## src/udcc_pkg.sv

```systemverilog
// Types and constants shared by the up/down calendar clock.
// Holds the command and result word layouts, step codes and the month table.
// No dependencies.
package udcc_pkg;

  typedef enum logic [3:0] {
    KIND_SEC_UP   = 4'd0,
    KIND_SEC_DN   = 4'd1,
    KIND_MIN_UP   = 4'd2,
    KIND_MIN_DN   = 4'd3,
    KIND_HOUR_UP  = 4'd4,
    KIND_HOUR_DN  = 4'd5,
    KIND_DAY_UP   = 4'd6,
    KIND_DAY_DN   = 4'd7,
    KIND_LOAD     = 4'd8
  } kind_t;

  typedef struct packed {
    logic [3:0]  kind;
    logic [5:0]  load_second;
    logic [5:0]  load_minute;
    logic [4:0]  load_hour;
    logic [4:0]  load_day;
    logic [3:0]  load_month;
    logic [15:0] load_year;
  } cmd_t;

  // Result word; also serves as the clock state.
  typedef struct packed {
    logic [5:0]  out_second;
    logic [5:0]  out_minute;
    logic [4:0]  out_hour;
    logic [4:0]  out_day;
    logic [3:0]  out_month;
    logic [15:0] out_year;
  } res_t;

  localparam logic [5:0]  SEC_LAST   = 6'd59;
  localparam logic [5:0]  MIN_LAST   = 6'd59;
  localparam logic [4:0]  HOUR_LAST  = 5'd23;
  localparam logic [3:0]  MONTH_LAST = 4'd12;
  localparam logic [3:0]  MONTH_FIRST = 4'd1;
  localparam logic [4:0]  DAY_FIRST  = 5'd1;
  localparam logic [15:0] YEAR_RESET = 16'd2000;

  // Fixed month lengths, February always 29; invalid months have length 0.
  function automatic logic [4:0] month_days(input logic [3:0] m);
    logic [4:0] d;
    case (m)
      4'd1, 4'd3, 4'd5, 4'd7, 4'd8, 4'd10, 4'd12: d = 5'd31;
      4'd4, 4'd6, 4'd9, 4'd11:                     d = 5'd30;
      4'd2:                                        d = 5'd29;
      default:                                     d = 5'd0;
    endcase
    return d;
  endfunction

endpackage

```

## src/udcc_step.sv

```systemverilog
// Next-state logic of the calendar clock: one step or load applied to the state.
// Carries and borrows ripple second -> minute -> hour -> day -> month -> year.
// Depends on udcc_pkg.
module udcc_step (
  input  udcc_pkg::res_t cur,
  input  udcc_pkg::cmd_t cmd,
  output udcc_pkg::res_t nxt
);
  import udcc_pkg::*;

  logic       min_up, min_dn, hour_up, hour_dn, day_up, day_dn;
  logic [3:0] month_new;

  always_comb begin
    nxt       = cur;
    min_up    = 1'b0;
    min_dn    = 1'b0;
    hour_up   = 1'b0;
    hour_dn   = 1'b0;
    day_up    = 1'b0;
    day_dn    = 1'b0;
    month_new = cur.out_month;

    case (cmd.kind)
      KIND_SEC_UP: begin
        if (cur.out_second >= SEC_LAST) begin
          nxt.out_second = '0;
          min_up = 1'b1;
        end else begin
          nxt.out_second = cur.out_second + 6'd1;
        end
      end
      KIND_SEC_DN: begin
        if (cur.out_second == '0) begin
          nxt.out_second = SEC_LAST;
          min_dn = 1'b1;
        end else begin
          nxt.out_second = cur.out_second - 6'd1;
        end
      end
      KIND_MIN_UP:  min_up  = 1'b1;
      KIND_MIN_DN:  min_dn  = 1'b1;
      KIND_HOUR_UP: hour_up = 1'b1;
      KIND_HOUR_DN: hour_dn = 1'b1;
      KIND_DAY_UP:  day_up  = 1'b1;
      KIND_DAY_DN:  day_dn  = 1'b1;
      KIND_LOAD: begin
        nxt.out_second = cmd.load_second;
        nxt.out_minute = cmd.load_minute;
        nxt.out_hour   = cmd.load_hour;
        nxt.out_day    = cmd.load_day;
        nxt.out_month  = cmd.load_month;
        nxt.out_year   = cmd.load_year;
      end
      default: ;
    endcase

    if (min_up) begin
      if (cur.out_minute >= MIN_LAST) begin
        nxt.out_minute = '0;
        hour_up = 1'b1;
      end else begin
        nxt.out_minute = cur.out_minute + 6'd1;
      end
    end
    if (min_dn) begin
      if (cur.out_minute == '0) begin
        nxt.out_minute = MIN_LAST;
        hour_dn = 1'b1;
      end else begin
        nxt.out_minute = cur.out_minute - 6'd1;
      end
    end

    if (hour_up) begin
      if (cur.out_hour >= HOUR_LAST) begin
        nxt.out_hour = '0;
        day_up = 1'b1;
      end else begin
        nxt.out_hour = cur.out_hour + 5'd1;
      end
    end
    if (hour_dn) begin
      if (cur.out_hour == '0) begin
        nxt.out_hour = HOUR_LAST;
        day_dn = 1'b1;
      end else begin
        nxt.out_hour = cur.out_hour - 5'd1;
      end
    end

    if (day_up) begin
      // invalid month has length 0, so the day always carries
      if (cur.out_day >= month_days(cur.out_month)) begin
        nxt.out_day = DAY_FIRST;
        if (cur.out_month >= MONTH_LAST) begin
          nxt.out_month = MONTH_FIRST;
          nxt.out_year  = cur.out_year + 16'd1;
        end else begin
          nxt.out_month = cur.out_month + 4'd1;
        end
      end else begin
        nxt.out_day = cur.out_day + 5'd1;
      end
    end
    if (day_dn) begin
      if (cur.out_day <= DAY_FIRST) begin
        if (cur.out_month <= MONTH_FIRST) begin
          month_new    = MONTH_LAST;
          nxt.out_year = cur.out_year - 16'd1;
        end else if (cur.out_month > MONTH_LAST) begin
          month_new = MONTH_LAST;
        end else begin
          month_new = cur.out_month - 4'd1;
        end
        nxt.out_month = month_new;
        nxt.out_day   = month_days(month_new);
      end else begin
        nxt.out_day = cur.out_day - 5'd1;
      end
    end
  end

endmodule

```

## src/up_down_calendar_clock.sv

```systemverilog
// Up/down calendar clock, top level.
// Holds the clock state and the result register; depends on udcc_pkg, udcc_step.
//
// Usage:
//   cmd channel (cmd_valid/cmd_ready/cmd): one word per step. kind selects
//   second, minute, hour or day up/down, or a load of all six fields.
//   Unused kinds leave the clock as it is and still return a result.
//   res channel (res_valid/res_ready/res): one word per command, the date
//   and time after that step.
// Latency: the result is valid in the cycle after the command is accepted.
// Throughput: one command per cycle while the result side keeps up; the whole
//   carry/borrow chain and month table lookup feed the registers combinationally.
// Stall: cmd_ready is high while the result register is empty or being
//   drained this cycle; a held result blocks new commands until taken.
// Reset: rst (synchronous) sets 00:00:00, day 1, month 1, year 2000 and
//   empties the result register.
module up_down_calendar_clock (
  input  logic           clk,
  input  logic           rst,
  input  logic           cmd_valid,
  output logic           cmd_ready,
  input  udcc_pkg::cmd_t cmd,
  output logic           res_valid,
  input  logic           res_ready,
  output udcc_pkg::res_t res
);
  import udcc_pkg::*;

  res_t cal;
  res_t cal_next;
  logic cmd_fire;

  udcc_step u_step (
    .cur (cal),
    .cmd (cmd),
    .nxt (cal_next)
  );

  assign cmd_ready = !res_valid || res_ready;
  assign cmd_fire  = cmd_valid && cmd_ready;

  always_ff @(posedge clk) begin
    if (rst) begin
      cal.out_second <= '0;
      cal.out_minute <= '0;
      cal.out_hour   <= '0;
      cal.out_day    <= DAY_FIRST;
      cal.out_month  <= MONTH_FIRST;
      cal.out_year   <= YEAR_RESET;
      res_valid      <= 1'b0;
    end else if (cmd_fire) begin
      cal       <= cal_next;
      res_valid <= 1'b1;
    end else if (res_ready) begin
      res_valid <= 1'b0;
    end
  end

  always_ff @(posedge clk) begin
    if (cmd_fire) begin
      res <= cal_next;
    end
  end

endmodule

```

## config.mk

```make
export PLATFORM = sky130hd
export DESIGN_NAME = up_down_calendar_clock
export DESIGN_NICKNAME = d
export VERILOG_FILES = /design/src/udcc_pkg.sv /design/src/udcc_step.sv /design/src/up_down_calendar_clock.sv
export SDC_FILE = /design/constraint.sdc
export NUM_CORES = 1
export LEC_CHECK = 0
export ABC_AREA = 1
export BUFFER_PORTS_ARGS = -buffer_cell sky130_fd_sc_hd__buf_2
export CAP_MARGIN = 25
export CORE_MARGIN = 2
export CORE_UTILIZATION = 58
export CTS_CLUSTER_DIAMETER = 40
export DETAILED_ROUTE_END_ITERATION = 12
export PLACE_DENSITY = 0.81
export SYNTH_ARGS = -nofsm -noshare
export SYNTH_HDL_FRONTEND = slang
export SYNTH_SLANG_ARGS = --single-unit
```

## constraint.sdc

```tcl
create_clock -name clk -period 2.83 [get_ports clk]
set_clock_uncertainty 0.1 [all_clocks]
set_input_delay 0.4245 -clock clk [delete_from_list [all_inputs] [get_ports clk]]
set_output_delay 0.4245 -clock clk [all_outputs]
set_load 0.05 [all_outputs]
```

-- After elaboration in Yosys (flattened, before gate mapping)
Memories as Yosys holds them, arrays and structs flattened. A register that Yosys moved wholly into a read port is not among the register bits.
Cells that the tools add are included.
- memories: 2
- output and inout bits: 44
- memory bits (read-only): 160
- input bits: 50
- register bits after elaboration: 85
- logic and storage cells: 97
- eq/ne operators: 8
- mux-type cells: 46
- magnitude comparators: 8
- reductions and logical operators: 8
- add/subtract/negate cells: 12
- memory list (memory ; depth ; bits a word ; rd ports ; clocked after memory_dff ; wr ports ; RTL line ; RTL):
    (no name shown) ; 16 ; 5 ; 1 ; 1 ; 0 ; udcc_pkg.sv:49 ; case (m)
    (no name shown) ; 16 ; 5 ; 1 ; 0 ; 0 ; udcc_pkg.sv:49 ;
- operators by type and width (operator ; number):
    $mux 25 ; 2
    $mux 20 ; 2
    $mux 36 ; 1
    $mux 6 ; 6
    $mux 5 ; 7
    $mux 16 ; 2
    $mux 4 ; 7
    $pmux 6 s3 ; 1
    $add 16x1->16 const B ; 1
    $eq 4x3->1 const B ; 4
    $mux 1 ; 16
    $sub 16x1->16 const B ; 1
    $add 6x1->6 const B ; 2
    $ge 6x6->1 const B ; 2
    $logic_not 6->1 ; 2
    $sub 6x1->6 const B ; 2
    $add 5x1->5 const B ; 2
    $sub 5x1->5 const B ; 2
    $eq 4x2->1 const B ; 2
    $ge 5x5->1 ; 1
    $ge 5x5->1 const B ; 1
    $le 5x1->1 const B ; 1
    $logic_not 5->1 ; 1
    $add 4x1->4 const B ; 1
    12 further kinds ; 13

-- Depth between registers and ports, before layout
- word-level depth: 14
- depth in mapped cells: 18
- gate-level depth less buffers: 18

-- Cells and area by module
Synthesis repeated with hierarchy kept, for this count alone.
- cells, all modules: 991
- area, all modules: 6732.7 um^2
- by module, submodules not included (module ; cells each ; area an instance (um^2) ; times used ; sequential area each (um^2)):
    udcc_step ; 685 ; 3437.0 ; 1 ; 0.0
    up_down_calendar_clock ; 306 ; 3295.7 ; 1 ; 2122.0

-- Least setup slack after synthesis
No wires, ideal clock.
- kind: register to register
- from: reg res_valid
- to: reg res[0] in the netlist's numbering, enable pin
- data required time: 2.346 ns
- slack: 0.348 ns
- stages on the path, launching flop included: 5
- setup time: 0.384 ns
- clock period less this slack: 2.482 ns
- path buffers: 1
- arrival time: 1.998 ns
- path through: dfxtp_1 > nand2_1 > nand2_1 > inv_2 > buf_2
- word-level cells in the longest chain between the ends: 3
- RTL lines (element ; RTL line ; RTL):
    start, declared ; up_down_calendar_clock.sv:23 ; output logic res_valid,
    start signal, assigned ; up_down_calendar_clock.sv:50 ; res_valid <= 1'b0;
    start signal, assigned ; up_down_calendar_clock.sv:53 ; res_valid <= 1'b1;
    start signal, assigned ; up_down_calendar_clock.sv:55 ; res_valid <= 1'b0;
    $logic_not 1->1 ; up_down_calendar_clock.sv:39 ; assign cmd_ready = !res_valid || res_ready;
    $logic_or 1x1->1 ; up_down_calendar_clock.sv:39 ;
    via cmd_ready ; up_down_calendar_clock.sv:21 ; output logic cmd_ready,
    $logic_and 1x1->1 ; up_down_calendar_clock.sv:40 ; assign cmd_fire = cmd_valid && cmd_ready;
    via cmd_fire ; up_down_calendar_clock.sv:31 ; logic cmd_fire;
    end signal, assigned ; up_down_calendar_clock.sv:61 ; res <= cal_next;
    end, declared ; up_down_calendar_clock.sv:25 ; output udcc_pkg::res_t res
The timed path passes the listed nets, and every way through them passes these cells.
A chain may end at the register's enable or synchronous reset.

==> results.md <==
Logic synthesis:
- The post-synth design cell area is 0.00631 sq mm.
- For this run, the register share of the synthesized area comes to 0.346.
- The count of flip-flops with a built-in enable after synthesis is 42.
- Among all flip-flop cells after synthesis, the most frequent one is sky130_fd_sc_hd__dfxtp_1.
- During synthesis, Yosys emitted a total of 0 warnings.
- The flop and latch count out of synthesis is 88.
- The post-synth net total is 895.
- The mean instance size in the synthesized netlist is 7.65 sq um.
- The number of instances in the synthesized netlist is 825.
- Of all flip-flops after synthesis, the portion carrying an async set or reset was 0.
- The count of different cell masters after synthesis is 59.

Worst hold path:
- In this run the worst hold path is classified as in2reg.
- The sink of the worst hold path is res_valid.
- The number of instances on the worst hold path is 4.
- The startpoint identified for the worst hold timing path is res_ready.

Critical path:
- The kind of capture point of the worst setup path is a flop.
- Along the worst path, the maximum fanout reaches 14.
- Data arrives at the worst endpoint at 2.55 ns.
- The setup path with the least slack is of type reg2reg.
- The worst register-to-register path ends at res[1].
- The worst flop-to-flop path startpoint is cal[24].
- The register-to-register setup slack is 0.32 ns.
- For the worst flop-to-flop path, the logic depth is 10.
- STA classifies the critical path startpoint as a flop.
- The critical path required time is 2.87 ns.

GRT:
- The initial antenna violation count is 0.
- The via count of the first global-routing pass is 5392.
- The met3 routing resource usage after global routing is 0.0344.
- The global routing stage identified its most utilized layer as met2.
- The first global-routing pass estimated 25000 um of wire.
- For this run, global-route usage on met2 was measured as 0.453.
- The residual overflow from global routing is 0.
- For this run, the total global-route usage over all layers was measured as 0.271.
- Entering global routing, the biggest net connects 53 pins.
- For this run, global-route usage on met1 was measured as 0.351.

STA:
- For the pin with the worst max-slew slack, the measured transition is 0.661 ns.
- The post-route setup TNS is 0 ns.
- The count of final max-slew check failures is 0.
- The remaining max-slew budget at the tightest pin is 0.556.
- The number of hold-slack violations in the final timing report is 0.
- The post-layout minimum cycle time is 2.51 ns.
- The fraction of the cycle the final worst path needs is 0.887.
- Setup violations remaining at the end of the flow were counted as 0.
- The post-route worst setup slack is 0.320 ns.
- The maximum clock rate is 398 MHz.
- Setup repair after global routing left no endpoint under its margin.

Clock tree:
- The post-CTS setup buffer count is 0.
- The clock insertion delay at the later pin of the skew report is 0.38 ns.
- The CTS H-tree depth is 3.
- The clock drives 88 sinks.
- The number of gates resized after cts is 0.
- The root buffer cell is sky130_fd_sc_hd__clkbuf_8.
- The maximum buffer depth of the clock tree is 2.
- The CTS buffer count is 9.
- Clock-pin slew was measured on the worst setup and hold paths at 0.10 ns.
- The count of hold buffers inserted by post-cts repair is 0.
- TritonCTS built the clock tree.

Run:
- Max-cap violations in this run came to 0.

Final layout:
- The number of antenna diodes in the final layout is 0.
- The core utilization of the finished layout is 0.664.
- In the final layout, the share of cells above drive strength 1 is 0.229.
- The library cells used most frequently in the layout, excluding fill and tap cells, are sky130_fd_sc_hd__nand2_1, sky130_fd_sc_hd__inv_1, sky130_fd_sc_hd__buf_2.
- The commonest non-fill, non-tap cell in the layout is sky130_fd_sc_hd__nand2_1.
- The final cell count without fillers is 1060.
- The relative area change from synthesis to final layout is 13.1%.
- The post-layout net count is 985.

Pwr:
- The overall power is 3.79 mW.
- In this run the power density over the cells is 530 mW/mm^2.
- The analysis attributes to cell leakage a power of 3.39 nW.
- Across the VDD grid, the largest voltage drop is 0.000366 V.

Placed design:
- The count of buffers added on input and output ports is 93.
- At the placement stage, the worst setup path has a slack of 0.344 ns.
- The routability-driven placement congestion ratio is 0.954.
- The placed wire-length estimate is 11300 um.
- The number of placed cells counting well taps is 1044.

Floorplan:
- 94 I/O pins were placed.
- The cell row count is 38.
- The initial utilization of the core area, before any placement, comes to 0.587.
- The die is 108 um tall.
- The placeable core region is 0.0107 sq mm.
- The chip width is 108 um.
- The area of the die is 0.0117 sq mm.

Drt:
- The wire length per cell is 14.4 um.
- The routed layout has 5806 vias.
- Dividing the detail-routed via count by the number of cells gives 5.48.
- The pre-antenna-repair detailed-routing pass consisted of 5 iterations.
- After the first detailed-routing iteration, the DRC count stood at 372.
- In the routed design, unresolved DRC markers number 0.
- Wires add up to 15300 um.
- The count of antenna-violating nets left after detailed routing is 0.

Run status:
- The run finished with clean final reports.
[how the worst max path moves through the flow]
stage,from,to
3_3_place_gp,cal[24],res[1]
4_1_cts,cal[24],res[1]
6_report,cal[24],res[1]
5_1_grt,cal[24],res[5]
3_5_place_dp,cal[24],res[1]
2_1_floorplan,res_valid,res[0]
[routing by layer]
layer,routed length [um],vias to the layer above
met5,0,-
met4,332,0
met3,857,25
met2,7320,181
met1,6800,2655
li1,-,2945
[flip-flops by register name (all words and copies together) (netlist names), named ones only]
signal,count
res,42
cal,42
res_valid,1
[cells in the mapped netlist, types with 6 or more instances]
| library cell | n | area (sq um) |
|---|---|---|
| sky130_fd_sc_hd__o21ai_1 | 16 | 80.1 |
| sky130_fd_sc_hd__inv_1 | 99 | 372 |
| sky130_fd_sc_hd__nand2_2 | 12 | 75.1 |
| sky130_fd_sc_hd__o211ai_2 | 8 | 100 |
| sky130_fd_sc_hd__nand2_1 | 165 | 619 |
| sky130_fd_sc_hd__nand3_1 | 51 | 255 |
| sky130_fd_sc_hd__o21ai_0 | 60 | 300 |
| sky130_fd_sc_hd__edfxtp_1 | 42 | 1260 |
| sky130_fd_sc_hd__inv_2 | 15 | 56.3 |
| sky130_fd_sc_hd__nor2_2 | 7 | 43.8 |
| sky130_fd_sc_hd__buf_2 | 6 | 30.0 |
| sky130_fd_sc_hd__xor2_1 | 34 | 298 |
| sky130_fd_sc_hd__dfxtp_1 | 46 | 921 |
| sky130_fd_sc_hd__a21oi_2 | 8 | 70.1 |
| sky130_fd_sc_hd__o211ai_1 | 8 | 60.1 |
| sky130_fd_sc_hd__ha_1 | 20 | 250 |
| sky130_fd_sc_hd__nor3_1 | 10 | 50.1 |
| sky130_fd_sc_hd__nor2_1 | 59 | 221 |
| sky130_fd_sc_hd__nand3_2 | 10 | 100 |
| sky130_fd_sc_hd__clkbuf_1 | 12 | 45.0 |
| sky130_fd_sc_hd__a211oi_1 | 13 | 97.6 |
| sky130_fd_sc_hd__a21oi_1 | 47 | 235 |
[where the power goes]
group	internal, mW	total, mW	switching (mW)
logic	0.352	1.12	0.769
registers	1.48	1.57	0.0909
clock network	0.596	1.10	0.503
[cells by family (layout without fill, tap and decap cells)]
family                   Yosys count  count (layout)  synth area share
AO/OA/AOI/OAI                    189             189             0.194
multiplexers                       2               2           0.00317
flip-flops                        88              88             0.346
XOR/XNOR                          39              39            0.0541
buffers and inverters            144             239            0.0993
AND/OR/NAND/NOR                  343             343             0.264
adder cells (fa/ha/maj)           20              20            0.0397
[per-stage QoR]
step | hold WS (ns) | area, sq um
2_1_floorplan | 0.407 | 6310
3_3_place_gp | 0.399 | 6890
6_report | 0.250 | 7140
4_1_cts | 0.236 | 7140
5_1_grt | 0.268 | 7140
3_5_place_dp | 0.432 | 6890
[cell type report]
cell class	count	area, sq um
clock buffers	9	124
clock inverters	7	124
fillers	946	3610
inverters	117	444
multi-input cells	593	3500
flip-flops and latches	88	2180
well taps	140	175
repair buffers	106	588
[worst max-delay path, stage by stage (launching register included)]
cell and delay [ns]:
sky130_fd_sc_hd__dfxtp_1 0.36, sky130_fd_sc_hd__ha_1 0.33, sky130_fd_sc_hd__nand2_1 0.07, sky130_fd_sc_hd__or3_1 0.36
sky130_fd_sc_hd__nand3_2 0.16, sky130_fd_sc_hd__nand3_4 0.15, sky130_fd_sc_hd__nor2_8 0.27, sky130_fd_sc_hd__buf_12 0.19
sky130_fd_sc_hd__a21oi_2 0.06, sky130_fd_sc_hd__o21bai_2 0.14, sky130_fd_sc_hd__inv_1 0.06
Power figures use the tool's default switching activity.
